$ cat config.mk
export PLATFORM = sky130hd
export DESIGN_NAME = rtt_ctrl
export DESIGN_NICKNAME = d
export VERILOG_FILES = /design/src/hw/rtl/rtt_pkg.sv /design/src/hw/rtl/rtt_ctrl.sv
export SDC_FILE = /design/constraint.sdc
export NUM_CORES = 1
export LEC_CHECK = 0
export ABC_AREA = 1
export BUFFER_PORTS_ARGS = -buffer_cell sky130_fd_sc_hd__buf_2
export CAP_MARGIN = 25
export CORE_AREA = 2 2 39 41
export CTS_CLUSTER_DIAMETER = 150
export CTS_CLUSTER_SIZE = 20
export DETAILED_ROUTE_END_ITERATION = 10
export DIE_AREA = 0 0 41 43
export PLACE_DENSITY = 0.68
export SLEW_MARGIN = 10
export SYNTH_ARGS = -nofsm -noshare
export SYNTH_HDL_FRONTEND = slang
export SYNTH_SLANG_ARGS = --single-unit
$ cat constraint.sdc
create_clock -name clk_i -period 1 [get_ports clk_i]
set_input_delay 0.05 -clock clk_i [delete_from_list [all_inputs] [get_ports clk_i]]
set_output_delay 0.05 -clock clk_i [all_outputs]
set_load 0.01 [all_outputs]
$ cat src/hw/rtl/rtt_pkg.sv
// Shared constants, codes and control/status types of the request timeout table.
`default_nettype none
package rtt_pkg;

  localparam int TABLE_DEPTH = 64;
  localparam int IDX_W = (TABLE_DEPTH > 1) ? $clog2(TABLE_DEPTH) : 1;
  localparam int CNT_W = $clog2(TABLE_DEPTH + 1);

  localparam logic [2:0] CMD_REGISTER   = 3'd0;
  localparam logic [2:0] CMD_UNREGISTER = 3'd1;
  localparam logic [2:0] CMD_TOUCH      = 3'd2;
  localparam logic [2:0] CMD_QUERY      = 3'd3;
  localparam logic [2:0] CMD_TICK       = 3'd4;
  localparam logic [2:0] CMD_CLEAR      = 3'd5;

  localparam logic [1:0] ERR_NONE    = 2'd0;
  localparam logic [1:0] ERR_ZERO_ID = 2'd1;
  localparam logic [1:0] ERR_FULL    = 2'd2;

  localparam logic [1:0] REG_CLASS0 = 2'd0;
  localparam logic [1:0] REG_CLASS1 = 2'd1;
  localparam logic [1:0] REG_CLASS2 = 2'd2;

  localparam logic [30:0] CLASS0_RESET     = 31'd30000;
  localparam logic [30:0] CLASS1_RESET     = 31'd120000;
  localparam logic [30:0] CLASS2_RESET     = 31'd180000;
  localparam logic [30:0] FALLBACK_TIMEOUT = 31'd30000;

  typedef enum logic [1:0] {
    MODE_FIND,
    MODE_COUNT,
    MODE_EMIT
  } mode_e;

  typedef struct packed {
    logic  latch;
    logic  scan_start;
    logic  scan_en;
    mode_e mode;
    logic  commit_load;
    logic  emit_load;
  } ctl_t;

  typedef struct packed {
    logic             eval_last;
    logic             hit;
    logic             out_busy;
    logic             nexp_zero;
    logic             emit_last;
    logic [CNT_W-1:0] entry_count;
  } sts_t;

  typedef struct packed {
    logic [31:0]      expiry_total;
    logic [CNT_W-1:0] entry_count;
    logic [1:0]       expired_class;
    logic [31:0]      expired_id;
    logic             expired_valid;
    logic [32:0]      remaining_ms;
    logic [31:0]      elapsed_ms;
    logic [1:0]       found_class;
    logic [1:0]       error;
    logic             ok;
  } res_t;

  localparam int RES_W = $bits(res_t);

endpackage
`default_nettype wire

$ cat src/hw/rtl/rtt_ctrl.sv
// Controller state machine that sequences the table scans for each command.
`default_nettype none
module rtt_ctrl import rtt_pkg::*; (
  input  wire logic       clk_i,
  input  wire logic       rst_ni,
  input  wire logic       s_tvalid_i,
  input  wire logic [2:0] in_cmd_i,
  input  wire logic       in_id_zero_i,
  input  wire sts_t       sts_i,
  output logic            s_tready_o,
  output ctl_t            ctl_o
);

  typedef enum logic [2:0] {
    ST_IDLE,
    ST_FIND,
    ST_COUNT,
    ST_EMIT_START,
    ST_EMIT,
    ST_RESULT
  } state_e;

  state_e state_q, state_d;
  logic   accept;
  logic   needs_find;

  assign accept = s_tvalid_i && (state_q == ST_IDLE);
  assign needs_find = ((in_cmd_i == CMD_REGISTER) && !in_id_zero_i) ||
                      (in_cmd_i == CMD_UNREGISTER) || (in_cmd_i == CMD_TOUCH) ||
                      (in_cmd_i == CMD_QUERY);

  always_comb begin
    state_d           = state_q;
    s_tready_o        = 1'b0;
    ctl_o             = '0;
    ctl_o.mode        = MODE_FIND;
    unique case (state_q)
      ST_IDLE: begin
        s_tready_o = 1'b1;
        if (accept) begin
          ctl_o.latch = 1'b1;
          if (needs_find) begin
            ctl_o.scan_start = 1'b1;
            state_d          = ST_FIND;
          end else if (in_cmd_i == CMD_TICK) begin
            ctl_o.scan_start = 1'b1;
            state_d          = ST_COUNT;
          end else begin
            state_d = ST_RESULT;
          end
        end
      end
      ST_FIND: begin
        ctl_o.scan_en = 1'b1;
        if (sts_i.eval_last) state_d = ST_RESULT;
      end
      ST_COUNT: begin
        ctl_o.mode    = MODE_COUNT;
        ctl_o.scan_en = 1'b1;
        if (sts_i.eval_last) state_d = ST_EMIT_START;
      end
      ST_EMIT_START: begin
        ctl_o.mode = MODE_EMIT;
        if (sts_i.nexp_zero) begin
          state_d = ST_RESULT;
        end else begin
          ctl_o.scan_start = 1'b1;
          state_d          = ST_EMIT;
        end
      end
      ST_EMIT: begin
        ctl_o.mode      = MODE_EMIT;
        ctl_o.scan_en   = !(sts_i.hit && sts_i.out_busy);
        ctl_o.emit_load = sts_i.hit && !sts_i.out_busy;
        if (ctl_o.emit_load && sts_i.emit_last) state_d = ST_IDLE;
      end
      ST_RESULT: begin
        ctl_o.commit_load = !sts_i.out_busy;
        if (!sts_i.out_busy) state_d = ST_IDLE;
      end
      default: state_d = ST_IDLE;
    endcase
  end

  always_ff @(posedge clk_i or negedge rst_ni) begin
    if (!rst_ni) begin
      state_q <= ST_IDLE;
    end else begin
      state_q <= state_d;
    end
  end

endmodule
`default_nettype wire

==> run metrics <==
status finished, violations left; failing checks negative setup slack; RePlAce Congestion 0.836; Setup crit end kind output port; fmax 0.775 GHz; area grow syn2layout 79.1%; maximum vdd ir drop 0.000949 V; number of flip-flops under the largest register name 3; DR iter-0 viols 11; Syn Area/Cell 6.09 um^2; hold path start sts_i[11]; H-tree Lvls 1; Final ANT Viol Nets 0; worst r2r src state_q[1]; FF+latch count, synth 3; Most flops, register state_q; Reg2Reg Depth 8; placed inst area 539 um^2; Root Buffer clkbuf_4; nets approximately 120; final critical-path required period 1.29 ns; Rows 14; Yosys Warn Count 0; core area 0.00138 mm^2; sequential area share after synthesis 0.199; number of CTS-inserted buffers 3; Sink Count 3; top cell type's share of synthesized area 0.199; routed len/inst 10.9 um; Pwr Density 2890 mW/mm^2; Worst EP required 0.95 ns; clock transition at the registers of the reported paths 0.04 ns; dominant cell type by area after synthesis dfrtp_1; Hold Path Depth 4; Hold Vio Cnt, Final 0; Cell Count Post-Placement between 100 and 150; post-synth cell types 21; Tcrit/Tclk final 1.29; Slew Limit Fails 0; Worst R2R Setup Slack -0.19 ns; Hold Path Sink state_q[1]; CTS tree yes; top cells by area, synth dfrtp_1 (20%), nand2_1 (19%), nand3_1 (9.3%), inv_1 (6.0%), nor2_1 (5.0%); nature of the critical path startpoint register; die area 0.00176 mm^2; worst min path class in2reg; CTS Buffer Depth 2; global-route usage over all layers 0.161; sum of net half-perimeters after detailed placement 904 um; vias in the first global route 504; setup violators final 11; Via density between 4 and 5; Mapped Cells 62; fin cells roughly 110; critical path data arrival time 1.24 ns; Max-Cap Viols 0; share of cells above drive strength 1 0.571; clk_skew 0.00957 ns; Mapped Area 378 um^2; CP Max Fanout 4; leading registers by flop count state_q: 3 flops; first-pass GRT wire length just under 2000 um; starting density of the core 0.273; design area roughly 680 um^2; Critical R2R Capture state_q[2]; Hold Slack 0.0849 ns; Tot Pwr 1.96 mW; RSZ-0062 raised after global routing true; via count 530; Leak 0.377 nW; IO Pins 27; setup ws final -0.290 ns; WS Path Type reg2out; n_diodes 0; syn_nets about 80; worst skew pair latency 0.24 ns; Slew HR 0.869; largest net degree at the start of global routing 7; Worst-Margin Slew 0.197 ns; DRC violations left 0; Die Wd ~41 um; TritonRoute pass-1 iters 4; Routed WL about 1200 um; initial antenna violation count 0; gr ovfl total 0; Final Util 0.489; PortBufs 19; Chip Height 43 um
-- synth_stat cells (all sizes together) --
cell	n
nand3	8
o211ai	1
o21ai	1
nand2	22
and2	1
a21oi	1
buf	1
nand3b	1
nand4	3
inv	10
nor2	8
nor3	2
dfrtp	3
-- per-stage QoR --
stage | setup TNS [ns] | setup slack, ns
after CTS | -2.45 | -0.287
final | -2.49 | -0.290
after detailed placement | -1.02 | -0.222
after global routing | -3.30 | -0.370
after floorplan | -0.328 | -0.0714
after global placement | -0.867 | -0.181
-- how the worst max path moves through the flow --
stage	from	endpoint	cells past startpoint
2_1_floorplan	state_q[0]	state_q[2]	8
3_3_place_gp	state_q[0]	state_q[1]	7
4_1_cts	state_q[1]	ctl_o[4]	6
6_report	state_q[1]	ctl_o[0]	6
3_5_place_dp	state_q[0]	state_q[0]	7
5_1_grt	state_q[1]	ctl_o[4]	6
-- power breakdown --
group	switching, mW	internal (mW)
registers	0.107	0.182
logic	0.742	0.707
clock network	0.0695	0.150
-- routing by layer --
| layer | up-vias | global-route usage | wire (um) |
|---|---|---|---|
| li1 | 268 | - | - |
| met1 | 242 | 0.174 | 491 |
| met2 | 18 | 0.266 | 664 |
| met3 | 2 | 0.0524 | 61 |
| met4 | 0 | 0.0733 | 21 |
| met5 | - | 0 | 0 |
-- what timing repair did --
action                                  CTS  global route
hold buffers                              1             0
pin swaps                                 3             1
setup buffers                             5             2
endpoints found under the setup margin   11            11
resized for setup                         9             4
hold endpoints to repair                  3             0
-- cell usage in the layout, fill, tap and decap left out, drive strengths merged --
cell type	instances
dfrtp	3
and2	1
nand3	8
inv	10
o21ai	1
nor2	8
nand2	22
nand3b	1
dlygate4sd3	1
clkbuf	4
buf	32
nor3	2
a21oi	1
o211ai	1
nand4	3
-- cell families (layout without fill, tap and decap cells) --
logic type             Yosys count  after routing  share of synthesized area
and+or+nand+nor                 45             45                      0.626
buffers and inverters           11             47                      0.129
DFF                              3              3                      0.199
AOI/OAI and AO/OA                3              3                     0.0463
-- critical path, stage by stage (launching register included) --
cell	delay, ns
dfrtp_1	0.38
inv_2	0.13
nand2_4	0.07
nor2_4	0.16
inv_2	0.05
nor2_1	0.07
buf_2	0.13
-- area by class of cell --
class / count / area (um^2)
Inverter: 10 / 40.0
Fill cell: 138 / 707
Multi-Input combinational cell: 48 / 300
Tap cell: 16 / 20.0
Clock buffer: 4 / 26.3
Sequential cell: 3 / 77.6
Timing Repair Buffer: 33 / 213
Power figures use the tool's default switching activity.
