### config.mk
export PLATFORM = sky130hd
export DESIGN_NAME = rtt_datapath
export DESIGN_NICKNAME = d
export VERILOG_FILES = /design/src/hw/rtl/rtt_pkg.sv /design/src/hw/rtl/rtt_datapath.sv
export SDC_FILE = /design/constraint.sdc
export NUM_CORES = 2
export LEC_CHECK = 0
export BUFFER_PORTS_ARGS = -buffer_cell sky130_fd_sc_hd__buf_2
export CORE_MARGIN = 3
export CORE_UTILIZATION = 45
export CTS_CLUSTER_DIAMETER = 60
export DETAILED_ROUTE_END_ITERATION = 8
export GPL_ROUTABILITY_DRIVEN = 0
export PLACE_DENSITY = 0.58
export RECOVER_POWER = 100
export SYNTH_ARGS = -nofsm -noshare
export SYNTH_HDL_FRONTEND = slang
export SYNTH_MEMORY_MAX_BITS = 65536
export SYNTH_SLANG_ARGS = --single-unit
### constraint.sdc
create_clock -name clk_i -period 7.45 [get_ports clk_i]
set_input_delay 1.49 -clock clk_i [delete_from_list [all_inputs] [get_ports clk_i]]
set_output_delay 1.49 -clock clk_i [all_outputs]
set_load 0.01 [all_outputs]
### src/hw/rtl/rtt_pkg.sv
// Shared constants, codes and control/status types of the request timeout table.
`default_nettype none
package rtt_pkg;

  localparam int TABLE_DEPTH = 64;
  localparam int IDX_W = (TABLE_DEPTH > 1) ? $clog2(TABLE_DEPTH) : 1;
  localparam int CNT_W = $clog2(TABLE_DEPTH + 1);

  localparam logic [2:0] CMD_REGISTER   = 3'd0;
  localparam logic [2:0] CMD_UNREGISTER = 3'd1;
  localparam logic [2:0] CMD_TOUCH      = 3'd2;
  localparam logic [2:0] CMD_QUERY      = 3'd3;
  localparam logic [2:0] CMD_TICK       = 3'd4;
  localparam logic [2:0] CMD_CLEAR      = 3'd5;

  localparam logic [1:0] ERR_NONE    = 2'd0;
  localparam logic [1:0] ERR_ZERO_ID = 2'd1;
  localparam logic [1:0] ERR_FULL    = 2'd2;

  localparam logic [1:0] REG_CLASS0 = 2'd0;
  localparam logic [1:0] REG_CLASS1 = 2'd1;
  localparam logic [1:0] REG_CLASS2 = 2'd2;

  localparam logic [30:0] CLASS0_RESET     = 31'd30000;
  localparam logic [30:0] CLASS1_RESET     = 31'd120000;
  localparam logic [30:0] CLASS2_RESET     = 31'd180000;
  localparam logic [30:0] FALLBACK_TIMEOUT = 31'd30000;

  typedef enum logic [1:0] {
    MODE_FIND,
    MODE_COUNT,
    MODE_EMIT
  } mode_e;

  typedef struct packed {
    logic  latch;
    logic  scan_start;
    logic  scan_en;
    mode_e mode;
    logic  commit_load;
    logic  emit_load;
  } ctl_t;

  typedef struct packed {
    logic             eval_last;
    logic             hit;
    logic             out_busy;
    logic             nexp_zero;
    logic             emit_last;
    logic [CNT_W-1:0] entry_count;
  } sts_t;

  typedef struct packed {
    logic [31:0]      expiry_total;
    logic [CNT_W-1:0] entry_count;
    logic [1:0]       expired_class;
    logic [31:0]      expired_id;
    logic             expired_valid;
    logic [32:0]      remaining_ms;
    logic [31:0]      elapsed_ms;
    logic [1:0]       found_class;
    logic [1:0]       error;
    logic             ok;
  } res_t;

  localparam int RES_W = $bits(res_t);

endpackage
`default_nettype wire

### src/hw/rtl/rtt_datapath.sv
// Datapath: configuration registers, slot memory, scan pipeline, counters and result register.
`default_nettype none
module rtt_datapath import rtt_pkg::*; (
  input  wire logic             clk_i,
  input  wire logic             rst_ni,
  input  wire logic             psel_i,
  input  wire logic             penable_i,
  input  wire logic             pwrite_i,
  input  wire logic [3:0]       paddr_i,
  input  wire logic [31:0]      pwdata_i,
  output logic      [31:0]      prdata_o,
  input  wire logic [2:0]       in_cmd_i,
  input  wire logic [31:0]      in_id_i,
  input  wire logic [1:0]       in_class_i,
  input  wire logic [15:0]      in_tick_i,
  input  wire ctl_t             ctl_i,
  output sts_t                  sts_o,
  output logic                  m_tvalid_o,
  input  wire logic             m_tready_i,
  output logic      [RES_W-1:0] m_tdata_o,
  output logic                  m_tlast_o
);

  localparam int WORD_W = 66;

  logic [30:0] tmo0_q, tmo1_q, tmo2_q;
  logic [2:0]  cmd_q;
  logic [31:0] id_q;
  logic [1:0]  cls_q;
  logic [31:0] clock_q;
  logic [31:0] expiry_q;
  logic [CNT_W-1:0] count_q, count_d;
  logic [CNT_W-1:0] nexp_q, emitted_q;

  logic [WORD_W-1:0] mem [TABLE_DEPTH];
  logic [WORD_W-1:0] rd_word_q;
  logic [TABLE_DEPTH-1:0] vld_q;
  logic [IDX_W-1:0] addr_q, rd_idx_q;
  logic issue_q, rd_act_q, rd_vld_q;

  logic found_q, free_q;
  logic [IDX_W-1:0] found_idx_q, free_idx_q;
  logic [1:0]  cap_cls_q;
  logic [31:0] cap_elapsed_q;
  logic [30:0] cap_tmo_q;

  res_t res_q, res_d;
  logic m_tvalid_q, m_tlast_q;

  logic        cfg_we;
  logic [31:0] rd_id, rd_start, ev_elapsed;
  logic [1:0]  rd_cls;
  logic [30:0] ev_tmo;
  logic [32:0] ev_remaining;
  logic        ev_hit, ev_match, ev_free;
  logic        find_step, count_hit;
  logic        is_reg, id_nz, reg_write, count_inc, unreg_clear;
  logic [IDX_W-1:0] waddr;

  function automatic logic [30:0] timeout_of(logic [1:0] cls, logic [30:0] t0,
                                              logic [30:0] t1, logic [30:0] t2);
    logic [30:0] t;
    unique case (cls)
      2'd0:    t = t0;
      2'd1:    t = t1;
      2'd2:    t = t2;
      default: t = FALLBACK_TIMEOUT;
    endcase
    return t;
  endfunction

  // Configuration port. A write whose low 31 bits are zero leaves the register unchanged.
  assign cfg_we = psel_i && penable_i && pwrite_i;

  always_ff @(posedge clk_i or negedge rst_ni) begin
    if (!rst_ni) begin
      tmo0_q <= CLASS0_RESET;
      tmo1_q <= CLASS1_RESET;
      tmo2_q <= CLASS2_RESET;
    end else if (cfg_we && (pwdata_i[30:0] != 31'd0)) begin
      unique case (paddr_i[3:2])
        REG_CLASS0: tmo0_q <= pwdata_i[30:0];
        REG_CLASS1: tmo1_q <= pwdata_i[30:0];
        REG_CLASS2: tmo2_q <= pwdata_i[30:0];
        default: ;
      endcase
    end
  end

  always_comb begin
    unique case (paddr_i[3:2])
      REG_CLASS0: prdata_o = {1'b0, tmo0_q};
      REG_CLASS1: prdata_o = {1'b0, tmo1_q};
      REG_CLASS2: prdata_o = {1'b0, tmo2_q};
      default:    prdata_o = 32'd0;
    endcase
  end

  // Evaluation of the slot at the read stage of the scan.
  assign rd_id        = rd_word_q[31:0];
  assign rd_cls       = rd_word_q[33:32];
  assign rd_start     = rd_word_q[65:34];
  assign ev_elapsed   = clock_q - rd_start;
  assign ev_tmo       = timeout_of(rd_cls, tmo0_q, tmo1_q, tmo2_q);
  assign ev_remaining = {2'b00, ev_tmo} - {1'b0, ev_elapsed};
  assign ev_hit       = rd_act_q && rd_vld_q && (ev_elapsed >= {1'b0, ev_tmo});
  assign ev_match     = rd_act_q && rd_vld_q && (rd_id == id_q);
  assign ev_free      = rd_act_q && !rd_vld_q;

  assign find_step = ctl_i.scan_en && (ctl_i.mode == MODE_FIND);
  assign count_hit = ctl_i.scan_en && (ctl_i.mode == MODE_COUNT) && ev_hit;

  assign is_reg      = (cmd_q == CMD_REGISTER);
  assign id_nz       = (id_q != 32'd0);
  assign reg_write   = ctl_i.commit_load && is_reg && id_nz && (found_q || free_q);
  assign waddr       = found_q ? found_idx_q : free_idx_q;
  assign count_inc   = reg_write && !found_q;
  assign unreg_clear = ctl_i.commit_load && (cmd_q == CMD_UNREGISTER) && found_q;

  always_comb begin
    count_d = count_q;
    if (count_hit || unreg_clear) begin
      count_d = count_q - CNT_W'(1);
    end else if (count_inc) begin
      count_d = count_q + CNT_W'(1);
    end
  end

  // Slot memory and its registered scan read.
  always_ff @(posedge clk_i) begin
    if (reg_write) mem[waddr] <= {clock_q, cls_q, id_q};
    if (ctl_i.scan_en && issue_q) rd_word_q <= mem[addr_q];
  end

  always_ff @(posedge clk_i or negedge rst_ni) begin
    if (!rst_ni) begin
      vld_q    <= '0;
      addr_q   <= '0;
      rd_idx_q <= '0;
      issue_q  <= 1'b0;
      rd_act_q <= 1'b0;
      rd_vld_q <= 1'b0;
    end else begin
      if (reg_write) vld_q[waddr] <= 1'b1;
      if (unreg_clear) vld_q[found_idx_q] <= 1'b0;
      if (ctl_i.emit_load) vld_q[rd_idx_q] <= 1'b0;
      if (ctl_i.scan_start) begin
        addr_q   <= '0;
        issue_q  <= 1'b1;
        rd_act_q <= 1'b0;
      end else if (ctl_i.scan_en) begin
        rd_act_q <= issue_q;
        if (issue_q) begin
          rd_idx_q <= addr_q;
          rd_vld_q <= vld_q[addr_q];
          addr_q   <= addr_q + IDX_W'(1);
          if (addr_q == IDX_W'(TABLE_DEPTH - 1)) issue_q <= 1'b0;
        end
      end
    end
  end

  // Input capture, millisecond clock and counters.
  always_ff @(posedge clk_i) begin
    if (ctl_i.latch) begin
      cmd_q <= in_cmd_i;
      id_q  <= in_id_i;
      cls_q <= in_class_i;
    end
    if (find_step && ev_match && !found_q) begin
      found_idx_q   <= rd_idx_q;
      cap_cls_q     <= rd_cls;
      cap_elapsed_q <= ev_elapsed;
      cap_tmo_q     <= ev_tmo;
    end
    if (find_step && ev_free && !free_q) free_idx_q <= rd_idx_q;
  end

  always_ff @(posedge clk_i or negedge rst_ni) begin
    if (!rst_ni) begin
      clock_q   <= '0;
      expiry_q  <= '0;
      count_q   <= '0;
      nexp_q    <= '0;
      emitted_q <= '0;
      found_q   <= 1'b0;
      free_q    <= 1'b0;
    end else begin
      count_q <= count_d;
      if (ctl_i.latch) begin
        found_q   <= 1'b0;
        free_q    <= 1'b0;
        nexp_q    <= '0;
        emitted_q <= '0;
        if (in_cmd_i == CMD_TICK) clock_q <= clock_q + {16'd0, in_tick_i};
        if (in_cmd_i == CMD_CLEAR) expiry_q <= '0;
      end
      if (find_step && ev_match) found_q <= 1'b1;
      if (find_step && ev_free) free_q <= 1'b1;
      if (count_hit) begin
        nexp_q <= nexp_q + CNT_W'(1);
        if (expiry_q != '1) expiry_q <= expiry_q + 32'd1;
      end
      if (ctl_i.emit_load) emitted_q <= emitted_q + CNT_W'(1);
    end
  end

  // Result assembly and output register.
  always_comb begin
    res_d              = '0;
    res_d.entry_count  = count_d;
    res_d.expiry_total = expiry_q;
    if (ctl_i.emit_load) begin
      res_d.elapsed_ms    = ev_elapsed;
      res_d.remaining_ms  = ev_remaining;
      res_d.expired_valid = 1'b1;
      res_d.expired_id    = rd_id;
      res_d.expired_class = rd_cls;
    end else begin
      if (is_reg) begin
        if (!id_nz) begin
          res_d.error = ERR_ZERO_ID;
        end else if (found_q || free_q) begin
          res_d.ok = 1'b1;
        end else begin
          res_d.error = ERR_FULL;
        end
      end else if ((cmd_q == CMD_UNREGISTER) || (cmd_q == CMD_TOUCH)) begin
        res_d.ok = found_q;
      end else if ((cmd_q == CMD_QUERY) && found_q) begin
        res_d.ok           = 1'b1;
        res_d.found_class  = cap_cls_q;
        res_d.elapsed_ms   = cap_elapsed_q;
        res_d.remaining_ms = {2'b00, cap_tmo_q} - {1'b0, cap_elapsed_q};
      end
    end
  end

  always_ff @(posedge clk_i) begin
    if (ctl_i.emit_load || ctl_i.commit_load) begin
      res_q     <= res_d;
      m_tlast_q <= ctl_i.commit_load || (emitted_q + CNT_W'(1) == nexp_q);
    end
  end

  always_ff @(posedge clk_i or negedge rst_ni) begin
    if (!rst_ni) begin
      m_tvalid_q <= 1'b0;
    end else if (ctl_i.emit_load || ctl_i.commit_load) begin
      m_tvalid_q <= 1'b1;
    end else if (m_tready_i) begin
      m_tvalid_q <= 1'b0;
    end
  end

  assign m_tvalid_o = m_tvalid_q;
  assign m_tdata_o  = res_q;
  assign m_tlast_o  = m_tlast_q;

  assign sts_o.eval_last   = rd_act_q && (rd_idx_q == IDX_W'(TABLE_DEPTH - 1));
  assign sts_o.hit         = ev_hit;
  assign sts_o.out_busy    = m_tvalid_q && !m_tready_i;
  assign sts_o.nexp_zero   = (nexp_q == '0);
  assign sts_o.emit_last   = (emitted_q + CNT_W'(1) == nexp_q);
  assign sts_o.entry_count = count_q;

endmodule
`default_nettype wire

==> results.md <==
- The flow ran to the end, but the final reports show violations.
- The final reports fail on max-capacitance violations, max-slew violations.
- The power density over the cells is 292 nW/µm².
- CTS built an H-tree with a depth of 6.
- The worst setup path is launched from a flop.
- The category of the most critical setup path is reg -> out.
- Clock latency on the worst-skew pair, taken at its later pin, is 1.04 ns.
- During placement, the flow inserted port buffers numbering 287.
- The summed negative setup slack over all endpoints is 0 ns.
- The post-route non-filler standard cell count is 15200.
- In the layout the commonest cells are 4549 x edfxtp_1, 1407 x mux4_2, 536 x clkbuf_16.
- The number of hold violations in the final report is 0.
- The path with the worst hold slack has its endpoint at issue_q$_DFFE_PN0P_.
- The share of the Yosys chip area taken by registers is about three quarters.
- The clock tree root driver cell is clkbuf_16.
- Entering global routing, the biggest net connects around 140 pins.
- The maximum clock skew at final layout is 0.0560 ns.
- In this run the register-to-register setup slack is 0.31 ns.
- The floorplan has 237 rows.
- The max-slew violation total from the final report is 2181.
- The met2 usage is about two fifths.
- The initial antenna violation count was 28.
- After clock tree synthesis, the clock-pin slew on the worst setup and hold paths is 0.06 ns.
- The count of TritonRoute iterations in the first routing pass is 8.
- The first global-routing pass estimated 762 mm of wire.
- The required arrival time at the worst endpoint is 5.96 ns.
- The count of warnings emitted by yosys is 0.
- In the final routed layout, each cell accounts on average for 36.1 µm.
- The biggest fanout along the worst timing path is 5.
- The mean cell area of the mapped netlist is roughly 22 µm².
- Counting along the longest clock path gives a buffer depth of 4.
- The remaining global-route overflow is 0.
- The post-route netlist has 30.4% of its cells at a drive strength greater than 1.
- The share of the clock period used by the worst path after layout is a little under 100%.
- The fmax is 139 MHz.
- Cell internal power was estimated by the tool at 48.0 mW.
- Counting cells, the worst reg-to-reg path comes to 11.
- Max-cap violations in this run came to 34.
- Summed over all nets, the half-perimeter wirelength after detailed placement is 294 mm.
- Per report_power, the clock group accounts for 39.7% of the total.
- The proportion of synthesized flip-flops having asynchronous set or reset is 5.41%.
- The final setup violation count is 0.
- The number of clock buffers added by TritonCTS is about 530.
- The total routing resource utilization after global routing is 25.5%.
- After filler insertion, the fill cell instance count of the layout stands at between 30000 and 40000.
- The number of cells after detailed placement is 14200.
- Summing every instance area after synthesis gives 189000 µm².
- Once the floorplan was initialized, standard cells occupied 45.3% of the core.
- After detailed routing, the number of remaining DRC violations is 0.
- The multi-input combinational cell area is 44900 µm².
- The number of vias per cell after detailed routing is 6.28.
- Global routing consumed, on the met3 layer, 4.69% of the routing resources.
- The core area is about 420000 µm².
- The worst register-to-register path ends at mem[57][25]$_DFFE_PP_.
- Counting instances, the worst hold path has a depth of 1.
- In this run the most critical hold path is launched from issue_q$_DFFE_PN0P_.
- Counting I/O delays and the setup requirement, the final critical path takes between 7 and 8 ns.
- The clock sink count is slightly below 5000.
- The number of routed nets with antenna violations is 0.
- The number of ports placed on the die boundary is 292.
- The growth of design area from synthesis to finish is 14.1%.
- The overall via count from detail_route is between 90000 and 100k.
- Of the total power, combinational logic draws a little over a tenth.
- The power dissipated by switching net loads is ~15 mW.
- Synthesis produced a netlist with a net count of 8783.
- The via count of the first global-routing pass came to 95700.
- The arrival time at the worst endpoint is 5.68 ns.
- The violation count after the first detailed-routing iteration is 12800.
- In this run the tightest slew margin relative to its limit is -103%.
- The sequential fraction of design power is 49.6%.
- The die extent in x is between 600 and 700 µm.
- The count of flip-flops with a built-in enable after synthesis is 4549.
- The static leakage is about 67 nW.
- The register bit count reported by yosys is around 4800.
- The register area is around 140000 µm².
- Global routing used 35.9% of the available met1 tracks.
- The count of mapped cells out of synthesis is 8561.
- IR analysis of the VDD net gives a maximum drop of 0.231 mV.
- The floorplan step defined a die boundary enclosing 429000 µm².
- The worst setup path is captured at an output port.
- At the pin with the least slew margin, the transition time is 3.04 ns.
- The routing layer with the top usage in global route is met2.
- In this run switching power makes up between 20% and 30% of total power.
- In this run the vertical extent of the chip is ~650 µm.
- The CTS tree is built.
- The total wirelength of the detailed-routed design is 549 mm.
- For this run, the leading register cell type out of synthesis is edfxtp_1.
- The tightest min-delay check is of the reg -> reg type.
- At the end of the flow, the number of nets in the layout was 9488.
- The startpoint identified for the worst register-to-register timing path is id_q[6]$_DFFE_PP_.
- After synthesis, the netlist uses 83 different library cells.
- The most common library cell in the layout ignoring fill and taps is edfxtp_1.
-- area by class of cell --
| class | count | area share (%) |
|---|---|---|
| antenna | 20 | 0.0231 |
| clock buffer | 643 | 6.42 |
| clock inverter | 290 | 1.22 |
| inverter | 141 | 0.247 |
| multi-input combinational | 3201 | 20.8 |
| sequential | 4809 | 66.2 |
| tap | 5497 | 3.18 |
| timing repair buffer | 587 | 1.94 |
-- cells by family after synthesis --
| logic type | Yosys count | share of synthesized area (%) |
|---|---|---|
| muxes | 1600 | 17.8 |
| buffers and inverters | 551 | 1.11 |
| xor gates and xnor gates | 166 | 0.767 |
| AOI/OAI and AO/OA | 554 | 1.99 |
| adders and majority gates | 120 | 0.808 |
| DFF | 4809 | 75.6 |
| other | 1 | 0.00198 |
| and+or+nand+nor | 760 | 1.94 |
-- worst max-delay path, cell delays in order (launching register included) --
cell      delay (ns)
dfrtp_1         0.36
inv_1           0.06
ha_1            0.23
fa_2            0.37
nor2b_1         0.13
o21ai_1         0.09
a21boi_1        0.13
buf_4           0.14
o211ai_1        0.09
buf_4           0.17
a31oi_4         0.19
a31o_4          0.20
nand2_2         0.08
o31ai_4         0.26
xnor2_2         0.16
inv_2           0.07
ha_4            0.26
a21o_1          0.16
a21o_1          0.17
a21o_1          0.20
or3_4           0.39
a21oi_4         0.18
a31oi_4         0.06
nand2_2         0.12
nor2_1          0.06
nor2_2          0.14
buf_2           0.16
-- flip-flops by register name, indices dropped and copies added (netlist names), 6 cells and up --
signal	flops
m_tdata_o	144
rd_word_q	66
addr_q	6
free_idx_q	6
cap_tmo_q	31
found_idx_q	6
clock_q	32
vld_q	64
nexp_q	7
tmo0_q	31
mem	4224
tmo1_q	31
count_q	7
emitted_q	7
rd_idx_q	6
expiry_q	32
id_q	32
cap_elapsed_q	32
tmo2_q	31
-- Yosys cell counts (8+ instances only) --
cell type / instances / area (µm²)
nor3_1: 40 / 200
o21ai_0: 125 / 626
o22ai_1: 48 / 300
mux2_2: 109 / 1230
and2_1: 48 / 300
a22o_1: 16 / 140
buf_1: 130 / 488
or3_1: 13 / 81.3
a221oi_1: 66 / 578
dfrtp_1: 237 / 5930
ha_1: 116 / 1450
nor2b_1: 27 / 169
clkbuf_1: 270 / 1010
nor4_1: 23 / 144
a21o_1: 59 / 443
nand2_1: 182 / 683
a211oi_1: 11 / 82.6
o22a_1: 8 / 70.1
dfstp_2: 23 / 604
nand2b_1: 32 / 200
nand4_1: 31 / 194
nor2_1: 232 / 871
o21a_1: 20 / 150
mux4_2: 1407 / 31700
inv_1: 138 / 518
o21bai_1: 16 / 120
a21oi_1: 85 / 425
a31oi_1: 16 / 100
o31ai_1: 11 / 82.6
xor2_1: 60 / 526
and3_1: 33 / 206
xnor2_1: 106 / 928
nor3b_1: 12 / 90.1
edfxtp_1: 4549 / 137000
or2_2: 13 / 81.3
mux2i_1: 81 / 811
nand3_1: 49 / 245
-- per-layer routing --
| metal | vias to the layer above | routed length (µm) |
|---|---|---|
| li1 | 37600 | - |
| met1 | 52100 | 217000 |
| met2 | 4836 | 264000 |
| met3 | 890 | 48500 |
| met4 | 6 | 18500 |
| met5 | - | 38 |
-- how the worst max path moves through the flow --
| stage | from | endpoint | slack [ns] |
|---|---|---|---|
| finish | clock_q[0]$_DFFE_PN0P_ | sts_o[10] | 0.28 |
| floorplan | clock_q[0]$_DFFE_PN0P_ | sts_o[10] | 0.52 |
| global route | clock_q[0]$_DFFE_PN0P_ | sts_o[10] | -0.07 |
| global placement | clock_q[0]$_DFFE_PN0P_ | sts_o[10] | 0.47 |
| detailed placement | clock_q[0]$_DFFE_PN0P_ | sts_o[10] | 0.57 |
| CTS | clock_q[1]$_DFFE_PN0P_ | sts_o[10] | 0.03 |
-- timing repair --
item	in CTS	in global routing
resized for setup	11	22
cloned	0	1
pin swaps	7	15
endpoints found under the setup margin	1	1
hold buffers	0	0
endpoints found under the hold margin	0	0
buffers inserted	3	8
-- per-stage QoR --
stage          power [mW]  cell area (µm²)  setup slack [ns]  hold slack [ns]  util (%)
2_1_floorplan        36.1           189000             0.525            0.424         -
3_3_place_gp         38.3           200000             0.468            0.460      47.7
3_5_place_dp         38.5           200000             0.573            0.466      47.7
4_1_cts              63.6           216000            0.0286            0.479      51.7
5_1_grt              65.3           216000           -0.0743            0.500      51.7
6_report             63.2           216000             0.275            0.480      51.7
-- power groups by stage --
| stage | Clock, mW | Combinational, mW | Sequential, mW |
|---|---|---|---|
| 2_1_floorplan | 0 | 3.64 | 32.4 |
| 3_3_place_gp | 0 | 6.50 | 31.8 |
| 5_1_grt | 26.6 | 7.28 | 31.4 |
| 3_5_place_dp | 0 | 6.68 | 31.8 |
| 4_1_cts | 25.6 | 6.72 | 31.3 |
| 6_report | 25.1 | 6.74 | 31.4 |
Power figures use the tool's default switching activity.
